`config.mk`:
```
export PLATFORM = sky130hd
export DESIGN_NAME = pid_tustin_antiwindup_step
export DESIGN_NICKNAME = d
export VERILOG_FILES = /design/src/hdl/pidt_pkg.sv /design/src/hdl/pidt_alu.sv /design/src/hdl/pid_tustin_antiwindup_step.sv
export SDC_FILE = /design/constraint.sdc
export NUM_CORES = 2
export LEC_CHECK = 0
export BUFFER_PORTS_ARGS = -buffer_cell sky130_fd_sc_hd__buf_2
export CORE_MARGIN = 2
export CORE_UTILIZATION = 45
export DETAILED_ROUTE_END_ITERATION = 8
export PLACE_DENSITY = 0.62
export SETUP_SLACK_MARGIN = 0.4
export SYNTH_ARGS = -nofsm -noshare
export SYNTH_HDL_FRONTEND = slang
export SYNTH_SLANG_ARGS = --single-unit
```
`constraint.sdc`:
```
create_clock -name clk -period 10.22 [get_ports clk]
set_input_delay 0 -clock clk [delete_from_list [all_inputs] [get_ports clk]]
set_output_delay 0 -clock clk [all_outputs]
set_load 0.05 [all_outputs]
```
`src/hdl/pidt_pkg.sv`:
```
package pidt_pkg;

  // Data and accumulator widths
  localparam int unsigned DATA_W  = 32;
  localparam int unsigned ACC_W   = 64;
  localparam int unsigned CFG_IDX_W = 3;

  // Configuration register indexes
  localparam logic [CFG_IDX_W-1:0] REG_COEF_D_CURRENT  = 3'd0;
  localparam logic [CFG_IDX_W-1:0] REG_COEF_D_PREVIOUS = 3'd1;
  localparam logic [CFG_IDX_W-1:0] REG_COEF_D_FEEDBACK = 3'd2;
  localparam logic [CFG_IDX_W-1:0] REG_COEF_I          = 3'd3;
  localparam logic [CFG_IDX_W-1:0] REG_COEF_AW         = 3'd4;
  localparam logic [CFG_IDX_W-1:0] REG_OUT_MAX         = 3'd5;
  localparam logic [CFG_IDX_W-1:0] REG_OUT_MIN         = 3'd6;

  localparam logic signed [DATA_W-1:0] S32_MAX = 32'sh7fff_ffff;
  localparam logic signed [DATA_W-1:0] S32_MIN = 32'sh8000_0000;

  // Input request: kind 0 = process sample, 1 = clear history
  typedef struct packed {
    logic                     kind;
    logic signed [DATA_W-1:0] sample;
  } pidt_in_t;

  typedef struct packed {
    logic signed [DATA_W-1:0] drive;
    logic                     clamped;
  } pidt_out_t;

  // Controls for the shared multiply/add unit
  typedef struct packed {
    logic mul_en;
    logic add_en;
  } pidt_alu_ctl_t;

  // Saturate a wide sum to the signed 32-bit range
  function automatic logic signed [DATA_W-1:0] sat32(input logic signed [ACC_W-1:0] v);
    logic signed [DATA_W-1:0] r;
    if (v > ACC_W'(S32_MAX)) begin
      r = S32_MAX;
    end else if (v < ACC_W'(S32_MIN)) begin
      r = S32_MIN;
    end else begin
      r = v[DATA_W-1:0];
    end
    return r;
  endfunction

endpackage

```
`src/hdl/pidt_alu.sv`:
```
module pidt_alu #(
  parameter int FRAC_BITS = 16
) (
  input  logic                                   clk,
  input  pidt_pkg::pidt_alu_ctl_t                ctl,
  input  logic signed [pidt_pkg::DATA_W-1:0]     mul_a,
  input  logic signed [pidt_pkg::DATA_W-1:0]     mul_b,
  input  logic signed [pidt_pkg::ACC_W-1:0]      add_a,
  input  logic signed [pidt_pkg::ACC_W-1:0]      add_b,
  output logic signed [pidt_pkg::ACC_W-1:0]      fx,
  output logic signed [pidt_pkg::ACC_W-1:0]      acc,
  output logic signed [pidt_pkg::DATA_W-1:0]     acc_sat
);
  import pidt_pkg::*;

  logic signed [ACC_W-1:0] prod;
  logic signed [ACC_W-1:0] prod_r;
  logic signed [ACC_W-1:0] acc_r;

  // 32x32 signed product, full 64 bits
  assign prod = ACC_W'(mul_a) * ACC_W'(mul_b);

  always_ff @(posedge clk) begin
    if (ctl.mul_en) begin
      prod_r <= prod;
    end
    if (ctl.add_en) begin
      acc_r <= add_a + add_b;
    end
  end

  // Scaled product, floor toward minus infinity
  assign fx      = prod_r >>> FRAC_BITS;
  assign acc     = acc_r;
  assign acc_sat = sat32(acc_r);

endmodule

```
`src/hdl/pid_tustin_antiwindup_step.sv`:
```
// Channel  Direction  Handshake             Payload
// in_      input      in_valid / in_stall   pidt_in_t  {kind, sample}
// out_     output     out_valid / out_stall pidt_out_t {drive, clamped}
// cfg_     input      cfg_we                cfg_index, cfg_data
//
// A sample request runs through an accept step, ten steps of the shared
// multiplier/adder and a final step that loads the output register. A clear
// request goes from its accept step straight to loading the output register.
// The single multiplier and the single 64-bit adder set the rate: five products
// and six saturated sums run one after the other.
// rst_n is synchronous: history clears, coefficients return to their defaults.
// A result waits in the output register while out_stall is high; the block
// holds its last step until that register is free.
module pid_tustin_antiwindup_step #(
  parameter int FRAC_BITS = 16
) (
  input  logic                                clk,
  input  logic                                rst_n,
  input  logic                                in_valid,
  output logic                                in_stall,
  input  pidt_pkg::pidt_in_t                  in_data,
  output logic                                out_valid,
  input  logic                                out_stall,
  output pidt_pkg::pidt_out_t                 out_data,
  input  logic                                cfg_we,
  input  logic [pidt_pkg::CFG_IDX_W-1:0]      cfg_index,
  input  logic [pidt_pkg::DATA_W-1:0]         cfg_data
);
  import pidt_pkg::*;

  // Sequencer codes
  localparam logic [3:0] ST_IDLE = 4'd0;
  localparam logic [3:0] ST_M0   = 4'd1;
  localparam logic [3:0] ST_M1   = 4'd2;
  localparam logic [3:0] ST_M2   = 4'd3;
  localparam logic [3:0] ST_M3   = 4'd4;
  localparam logic [3:0] ST_PD   = 4'd5;
  localparam logic [3:0] ST_IIN  = 4'd6;
  localparam logic [3:0] ST_MI   = 4'd7;
  localparam logic [3:0] ST_IO   = 4'd8;
  localparam logic [3:0] ST_SUM  = 4'd9;
  localparam logic [3:0] ST_LIM  = 4'd10;
  localparam logic [3:0] ST_FIN  = 4'd11;
  localparam logic [3:0] ST_CLR  = 4'd12;

  logic [3:0] state_r, state_nxt;

  // Coefficients and limits
  logic signed [DATA_W-1:0] c0_r, c1_r, c2_r, ci_r, caw_r, out_max_r, out_min_r;

  // History
  logic signed [DATA_W-1:0] px_r, ppd_r, pio_r, pcerr_r, piin_r;

  // Per-sample working values
  logic signed [DATA_W-1:0] x_r, pd_r, iin_r, io_r, drive_r;
  logic                     lim_r;

  logic      out_valid_r;
  pidt_out_t out_data_r;

  // Shared unit hookup
  pidt_alu_ctl_t            alu_ctl;
  logic signed [DATA_W-1:0] mul_a, mul_b;
  logic signed [ACC_W-1:0]  add_a, add_b;
  logic signed [ACC_W-1:0]  fx, acc;
  logic signed [DATA_W-1:0] acc_sat;

  logic signed [DATA_W-1:0] drive_nxt;
  logic                     lim_nxt;
  logic                     out_free;
  logic                     accept;
  logic                     commit;
  logic                     clear;

  pidt_alu #(
    .FRAC_BITS(FRAC_BITS)
  ) u_alu (
    .clk    (clk),
    .ctl    (alu_ctl),
    .mul_a  (mul_a),
    .mul_b  (mul_b),
    .add_a  (add_a),
    .add_b  (add_b),
    .fx     (fx),
    .acc    (acc),
    .acc_sat(acc_sat)
  );

  assign in_stall  = (state_r != ST_IDLE);
  assign accept    = in_valid && !in_stall;
  assign out_free  = !out_valid_r || !out_stall;
  assign out_valid = out_valid_r;
  assign out_data  = out_data_r;
  assign commit    = (state_r == ST_FIN) && out_free;
  assign clear     = (state_r == ST_CLR) && out_free;

  // Output clamp; upper limit is checked first
  always_comb begin
    if (acc_sat > out_max_r) begin
      drive_nxt = out_max_r;
      lim_nxt   = 1'b1;
    end else if (acc_sat < out_min_r) begin
      drive_nxt = out_min_r;
      lim_nxt   = 1'b1;
    end else begin
      drive_nxt = acc_sat;
      lim_nxt   = 1'b0;
    end
  end

  // Sequencer: operand selection and next state
  always_comb begin
    state_nxt      = state_r;
    alu_ctl.mul_en = 1'b0;
    alu_ctl.add_en = 1'b0;
    mul_a          = '0;
    mul_b          = '0;
    add_a          = '0;
    add_b          = '0;
    unique case (state_r)
      ST_IDLE: begin
        if (accept) begin
          state_nxt = in_data.kind ? ST_CLR : ST_M0;
        end
      end
      ST_M0: begin
        alu_ctl.mul_en = 1'b1;
        mul_a          = c0_r;
        mul_b          = x_r;
        state_nxt      = ST_M1;
      end
      ST_M1: begin
        alu_ctl.mul_en = 1'b1;
        alu_ctl.add_en = 1'b1;
        mul_a          = c1_r;
        mul_b          = px_r;
        add_b          = fx;
        state_nxt      = ST_M2;
      end
      ST_M2: begin
        alu_ctl.mul_en = 1'b1;
        alu_ctl.add_en = 1'b1;
        mul_a          = c2_r;
        mul_b          = ppd_r;
        add_a          = acc;
        add_b          = fx;
        state_nxt      = ST_M3;
      end
      ST_M3: begin
        // feedback term is subtracted
        alu_ctl.mul_en = 1'b1;
        alu_ctl.add_en = 1'b1;
        mul_a          = caw_r;
        mul_b          = pcerr_r;
        add_a          = acc;
        add_b          = -fx;
        state_nxt      = ST_PD;
      end
      ST_PD: begin
        // pd ready; start integrator input x + caw*cerr
        alu_ctl.add_en = 1'b1;
        add_a          = ACC_W'(x_r);
        add_b          = fx;
        state_nxt      = ST_IIN;
      end
      ST_IIN: begin
        // iin ready; trapezoid sum iin + iin_prev
        alu_ctl.add_en = 1'b1;
        add_a          = ACC_W'(acc_sat);
        add_b          = ACC_W'(piin_r);
        state_nxt      = ST_MI;
      end
      ST_MI: begin
        alu_ctl.mul_en = 1'b1;
        mul_a          = ci_r;
        mul_b          = acc_sat;
        state_nxt      = ST_IO;
      end
      ST_IO: begin
        alu_ctl.add_en = 1'b1;
        add_a          = fx;
        add_b          = ACC_W'(pio_r);
        state_nxt      = ST_SUM;
      end
      ST_SUM: begin
        // io ready; total = pd + io
        alu_ctl.add_en = 1'b1;
        add_a          = ACC_W'(pd_r);
        add_b          = ACC_W'(acc_sat);
        state_nxt      = ST_LIM;
      end
      ST_LIM: begin
        // clamp error = drive - total
        alu_ctl.add_en = 1'b1;
        add_a          = ACC_W'(drive_nxt);
        add_b          = -ACC_W'(acc_sat);
        state_nxt      = ST_FIN;
      end
      ST_FIN: begin
        if (out_free) begin
          state_nxt = ST_IDLE;
        end
      end
      ST_CLR: begin
        if (out_free) begin
          state_nxt = ST_IDLE;
        end
      end
      default: begin
        state_nxt = ST_IDLE;
      end
    endcase
  end

  // Control, configuration and history registers
  always_ff @(posedge clk) begin
    if (!rst_n) begin
      state_r     <= ST_IDLE;
      out_valid_r <= 1'b0;
      c0_r        <= '0;
      c1_r        <= '0;
      c2_r        <= '0;
      ci_r        <= '0;
      caw_r       <= '0;
      out_max_r   <= S32_MAX;
      out_min_r   <= S32_MIN;
      px_r        <= '0;
      ppd_r       <= '0;
      pio_r       <= '0;
      pcerr_r     <= '0;
      piin_r      <= '0;
    end else begin
      state_r <= state_nxt;

      if (commit || clear) begin
        out_valid_r <= 1'b1;
      end else if (!out_stall) begin
        out_valid_r <= 1'b0;
      end

      if (cfg_we) begin
        unique case (cfg_index)
          REG_COEF_D_CURRENT:  c0_r      <= cfg_data;
          REG_COEF_D_PREVIOUS: c1_r      <= cfg_data;
          REG_COEF_D_FEEDBACK: c2_r      <= cfg_data;
          REG_COEF_I:          ci_r      <= cfg_data;
          REG_COEF_AW:         caw_r     <= cfg_data;
          REG_OUT_MAX:         out_max_r <= cfg_data;
          REG_OUT_MIN:         out_min_r <= cfg_data;
          default: ;
        endcase
      end

      if (commit) begin
        px_r    <= x_r;
        ppd_r   <= pd_r;
        pio_r   <= io_r;
        piin_r  <= iin_r;
        pcerr_r <= acc_sat;
      end else if (clear) begin
        px_r    <= '0;
        ppd_r   <= '0;
        pio_r   <= '0;
        piin_r  <= '0;
        pcerr_r <= '0;
      end
    end
  end

  // Working values and output payload
  always_ff @(posedge clk) begin
    if (accept) begin
      x_r <= in_data.sample;
    end
    if (state_r == ST_PD) begin
      pd_r <= acc_sat;
    end
    if (state_r == ST_IIN) begin
      iin_r <= acc_sat;
    end
    if (state_r == ST_SUM) begin
      io_r <= acc_sat;
    end
    if (state_r == ST_LIM) begin
      drive_r <= drive_nxt;
      lim_r   <= lim_nxt;
    end
    if (commit) begin
      out_data_r.drive   <= drive_r;
      out_data_r.clamped <= lim_r;
    end else if (clear) begin
      out_data_r.drive   <= '0;
      out_data_r.clamped <= 1'b0;
    end
  end

endmodule
```
---- Yosys cells after proc, flatten, opt, wreduce, memory -nomap -nowiden ----
Cells that the tools add are included.
cells by class
  $add $sub $neg .......................... 3
  multipliers ............................. 1
  $lt $le $gt $ge ......................... 4
  equality and inequality tests ........... 21
  mux-type cells .......................... 25
  reductions and logical operators ........ 25
operator list
  kind                                                                                number
  64-bit case mux with 6 select lines                                                 2
  32-bit 2-to-1 mux                                                                   10
  32-bit case mux with 5 select lines                                                 2
  33-bit 2-to-1 mux                                                                   2
  64-bit adder                                                                        1
  64-bit by 32-bit greater-than comparator with 1-bit output (second input constant)  1
  64-bit by 32-bit < comparator with 1-bit output (second input constant)             1
  32-bit by 32-bit multiplier with 64-bit output                                      1
  32-bit negator with 64-bit output                                                   1
  48-bit negator with 64-bit output                                                   1
  4-bit case mux with 12 select lines                                                 1
  32-bit greater-than comparator                                                      1
  32-bit < comparator                                                                 1
  4-bit equality test (second input constant)                                         5
  4-bit by 3-bit equality test with 1-bit output (second input constant)              4
  2-bit AND reduction                                                                 8
  4-bit 2-to-1 mux                                                                    3
  3-bit equality test (second input constant)                                         3
  4-bit by 2-bit equality test with 1-bit output (second input constant)              2
  8-bit OR reduction                                                                  1
  3-bit by 2-bit equality test with 1-bit output (second input constant)              2
  1-bit 2-to-1 mux                                                                    5
  5-bit OR reduction                                                                  1
  4-bit by 1-bit equality test with 1-bit output (second input constant)              1
  12 further kinds                                                                    19
storage, ports and cells
  bits in registers ....................... 711
  output and inout port bits .............. 35
  logic and storage cells ................. 103

---- Logic depth before layout (Yosys ltp) ----
  word-level depth ........................ 8
  mapped depth ............................ 40
  mapped depth without buffers ............ 36

---- Hierarchy ----
From an unflattened synthesis, not the netlist that was laid out.
unflattened totals
  cells, all modules ...................... 7720
  area, all modules ....................... 72184.2 sq um
modules (own cells, without submodules)
  module                      times used  cells an instance  area each (sq um)
  pidt_alu                    1           4512               43040.0
  pid_tustin_antiwindup_step  1           3208               29144.2

---- Worst setup path before layout ----
Ideal clock, no wire load.
  kind .................................... reg-to-reg
  start ................................... reg u_alu.acc_r[46], in the netlist u_alu.acc[46]
  end ..................................... reg u_alu.prod_r[63] (data pin)
  library setup time ...................... 260 ps
  arrival time ............................ 9950 ps
  data required time ...................... 9960 ps
  path slack .............................. 10 ps
  cell stages (with the launch flop) ...... 39
  path through ............................ edfxtp_1 > nand4_1 > nor4_2 > a21o_1 > buf_1 > clkbuf_1 > clkbuf_1 > a21oi_1 > inv_1 > a21o_1 > clkbuf_1 > clkbuf_1 > nand2_1 > fa_1 > fa_1 > fa_1 > inv_1 > fa_1 > (+3 left out) > fa_1 > inv_1 > fa_1 > inv_1 > fa_1 > ha_1 > a21o_1 > a21o_1 > a21o_1 > a21oi_1 > o21bai_1 > a21o_1 > a21oi_1 > o21ai_0 > a21oi_1 > nor2b_1 > nor2_1 > xnor2_1
on the way
  longest elaborated chain between the ends .. 5
  elaborated cells between the ends (all ways) .. 6
  classes of those cells .................. mul (1); order compare (2); mux (3)
ends and longest elaborated chain
  what                                                line                               source
  from (decl)                                         pidt_alu.sv:18                     logic signed [ACC_W-1:0] acc_r;
  from (signal assigned)                              pidt_alu.sv:28                     acc_r <= add_a + add_b;
  64-bit by 32-bit < comparator with 1-bit output     pidt_pkg.sv:42                     end else if (v < ACC_W'(S32_MIN)) begin
  32-bit 2-to-1 mux                                   pidt_pkg.sv:42
  32-bit 2-to-1 mux (*)                               pidt_pkg.sv:40                     if (v > ACC_W'(S32_MAX)) begin
  named net acc_sat[8]                                pid_tustin_antiwindup_step.sv:66   logic signed [DATA_W-1:0] acc_sat;
  32-bit case mux with 5 select lines (*)             pid_tustin_antiwindup_step.sv:120  unique case (state_r)
  32-bit by 32-bit multiplier with 64-bit output (*)  pidt_alu.sv:21                     assign prod = ACC_W'(mul_a) * ACC_W'(mul_b);
  named net u_alu.prod[63]                            pidt_alu.sv:16                     logic signed [ACC_W-1:0] prod;
  to (signal assigned)                                pidt_alu.sv:25                     prod_r <= prod;
  to (decl)                                           pidt_alu.sv:17                     logic signed [ACC_W-1:0] prod_r;
Mark *: on every way through the listed nets, which the timed path passes. The rest lies on a longest branch.
A chain may end at the register's enable or synchronous reset.

---- Worst setup path after layout ----
  start ................................... reg u_alu.acc_r[55], in the netlist u_alu.acc[55]
  end ..................................... reg u_alu.prod_r[43] (data pin)
Same word-level chain as after synthesis.

==> impl_results.md <==
* Run status: finished clean
* CTS tree: yes
* Clock transition at path regs at 0.07 ns
* Detail Route Antenna Nets at 0
* DR WL met3 at 27.26 mm
* Register-to-register setup slack at 0.55 ns
* Total CTS buffers at 76
* Detailed-router iteration count before antenna repair at 7
* Largest net degree at the start of global routing at 199
* Dpl cells at 9903
* HP Class: primary input to flip-flop
* Most frequent cell on the critical path: fa_1
* Routed wire length at 277.9 mm
* Commonest non-fill, non-tap cells in the layout: 1200 x nand2_1, 1135 x inv_1, 1065 x fa_1, 659 x nor2_1, 424 x buf_4
* H-tree depth at 3
* Initial Util at 45.26%
* Synth Cell Area at 70710 um2
* Fin. Hold Viols at 0
* WS Path Type: flip-flop to flip-flop
* Worst hold path endpoint: x_r[31]
* Clock insertion delay at the later pin of the skew report at 0.69 ns
* Max FFs per register at 64
* Leakage at 35.79 nW
* Die area at 160300 um2
* DP HPWL at 216.2 mm
* Post-Synthesis Cells at 7717
* Worst hold path depth at 2
* Num rows at 145
* Multi-input gate area at 48580 um2
* Post-layout nets at 9496
* Layout Cells excl Fill at 10160
* Worst VDD drop at 0.2757 mV
* First-pass GRT wire length at 405.5 mm
* Register area share after synthesis at 24.01%
* Routed len/inst at 27.35 um
* Post-synth EDFFs at 306
* PortBufs at 107
* Crit Path Max Fanout at 13
* Final period util at 94.65%
* Synth async-reset ratio at 0%
* DRC at 0
* Yosys cell types at 98
* Power Density at 184.6 nW/um2
* Avg Vias per Cell at 5.876
* Vias in the first global route at 60200
* Die span in x at 400.4 um
* GRT Total Usage at 34.32%
* Clk buf depth at 3
* Fillers at 14360
* DR top layer: met5
* Die height at 400.4 um
* Relative slew slack at 24.14%
* Leading cell type in the layout, fill and taps excluded: nand2_1
* WL met1 at 107.8 mm
* CP arrival at 10.08 ns
* Worst-case reg-to-reg path depth at 33
* GRT overflow at 0
* RSZ-0062 raised after global routing: yes
* TNS Setup at 0 ns
* Initial antenna violation count at 22
* I/O pin total at 108
* FMAX at 103.4 MHz
* Worst r2r src: u_alu.acc[55]
* Final slew viol count at 0
* Yosys reg bits at 695
* CP required at 10.62 ns
* Area growth from synthesis to layout at 14.55%
* Synthesized area per cell at 9.162 um2
* Metal2 WL at 124.8 mm
* Core footprint at 156200 um2
* Max Cap Viol at 0
* Slowest-stage cell, CP: fa_1
* Syn Nets at 9181
* Worst path max stage delay at 0.56 ns
* Sequential Area at 16980 um2
* Endpoints failing setup at 0
* Ys flop type: dfxtp_1
* Min Clock Period, post-route at 9.674 ns
* Num Clock Sinks at 695
* Initial DRC count at 7093
* Least-Margin Pin Slew at 1.138 ns
* Startpoint Class: flip-flop
* Root Buffer: clkbuf_16
* Worst Min Path Start: in_data[31]
* Layout cell share with drive strength beyond 1 at 11.49%
* Total number of vias at 59710
* Synth Warn # at 0
* Worst Clk Skew at 0.05175 ns
* R2r endpoint: u_alu.prod_r[43]
* Final RePlAce weighted congestion at 1.005
* CP Capture Type: flip-flop
## power by group
| group | leakage [nW] | switching, mW | internal [mW] | total, mW |
|---|---|---|---|---|
| sequential | 6.06 | 0.703 | 3.60 | 4.30 |
| clock | 1.27 | 1.28 | 1.63 | 2.91 |
| combinational | 28.5 | 5.08 | 2.66 | 7.74 |
| total | 35.8 | 7.07 | 7.89 | 15.0 |
## worst max-delay path: cells and delay by family, from the launching register on
family,cells,cell delay (ns)
fa+ha+maj,9,4.26
compound gates,10,2.45
simple gates,6,1.06
buf+inv,7,1.02
flops,1,0.41
xor+xnor,1,0.16
## cells in the mapped netlist, drive strengths merged (183+ instances only)
cell type     n  share of area, %
a21boi      206               2.2
fa         1082                31
nor2        672               3.6
a22oi       266               2.8
inv        1142               6.1
ha          309               5.5
edfxtp      306                13
nor2b       183               1.6
nand2      1209               6.4
a21oi       241               1.7
clkbuf      412               2.2
dfxtp       389                11
## kinds of logic (layout without fill, tap and decap cells)
| kind of cell | after synthesis | after routing | synth area share, % |
|---|---|---|---|
| and+or+nand+nor | 2528 | 2528 | 15.88 |
| other | 0 | 11 | 0 |
| adders and majority gates | 1391 | 1391 | 36.10 |
| muxes | 11 | 11 | 0.1610 |
| AOI/OAI and AO/OA | 1376 | 1376 | 13.83 |
| buffers and inverters | 1594 | 1971 | 8.485 |
| xor gates and xnor gates | 122 | 122 | 1.532 |
| DFF | 695 | 695 | 24.01 |
## per-layer routing
metal	track usage [%]	vias to the layer above
met3	6.596	660
met2	53.85	3114
met1	45.25	30200
met4	17.89	10
met5	0	-
li1	-	25730
## through the flow
| stage | utilization, % | instance area, um2 | total power [mW] | setup slack, ns | hold WS, ns |
|---|---|---|---|---|---|
| after floorplan | - | 70730 | 7.858 | 0.4361 | 0.09887 |
| after global placement | 49.02 | 76570 | 11.50 | -0.1566 | 0.1762 |
| after detailed placement | 49.02 | 76570 | 11.52 | -0.2008 | 0.1784 |
| after CTS | 51.22 | 80010 | 14.51 | 0.4139 | 0.001256 |
| after global routing | 51.84 | 80970 | 15.48 | 0.3200 | 0.02824 |
| final | 51.85 | 80990 | 14.96 | 0.5464 | 0.03161 |
## how the worst max path moves through the flow
| stage | from | to | slack (ns) | cells past startpoint |
|---|---|---|---|---|
| 2_1_floorplan | u_alu.acc[46] | u_alu.prod_r[63] | 0.44 | 38 |
| 3_3_place_gp | u_alu.acc[51] | u_alu.prod_r[61] | -0.16 | 31 |
| 3_5_place_dp | u_alu.acc[51] | u_alu.prod_r[61] | -0.20 | 31 |
| 4_1_cts | u_alu.acc[52] | u_alu.prod_r[60] | 0.41 | 34 |
| 5_1_grt | u_alu.acc[55] | u_alu.prod_r[43] | 0.32 | 33 |
| 6_report | u_alu.acc[55] | u_alu.prod_r[43] | 0.55 | 33 |
## what timing repair did
action                     CTS  global route
cloned                       0             4
setup endpoints to repair   34            41
gates resized for setup     23           144
pin swaps                    4            39
buffers inserted             2            30
hold endpoints to repair   262             0
hold buffers                73             0
## final cells by class
cell class                 instances  share of cell area, %
inverter                        1148                  5.328
tap                             2058                  3.179
antenna                           11                0.03399
multi-input combinational       5428                  59.97
sequential                       695                  20.96
clock inverter                    32                 0.4511
timing repair buffer             683                  7.318
clock buffer                     108                  2.751
Note: power is estimated with default switching activity, not from simulation.
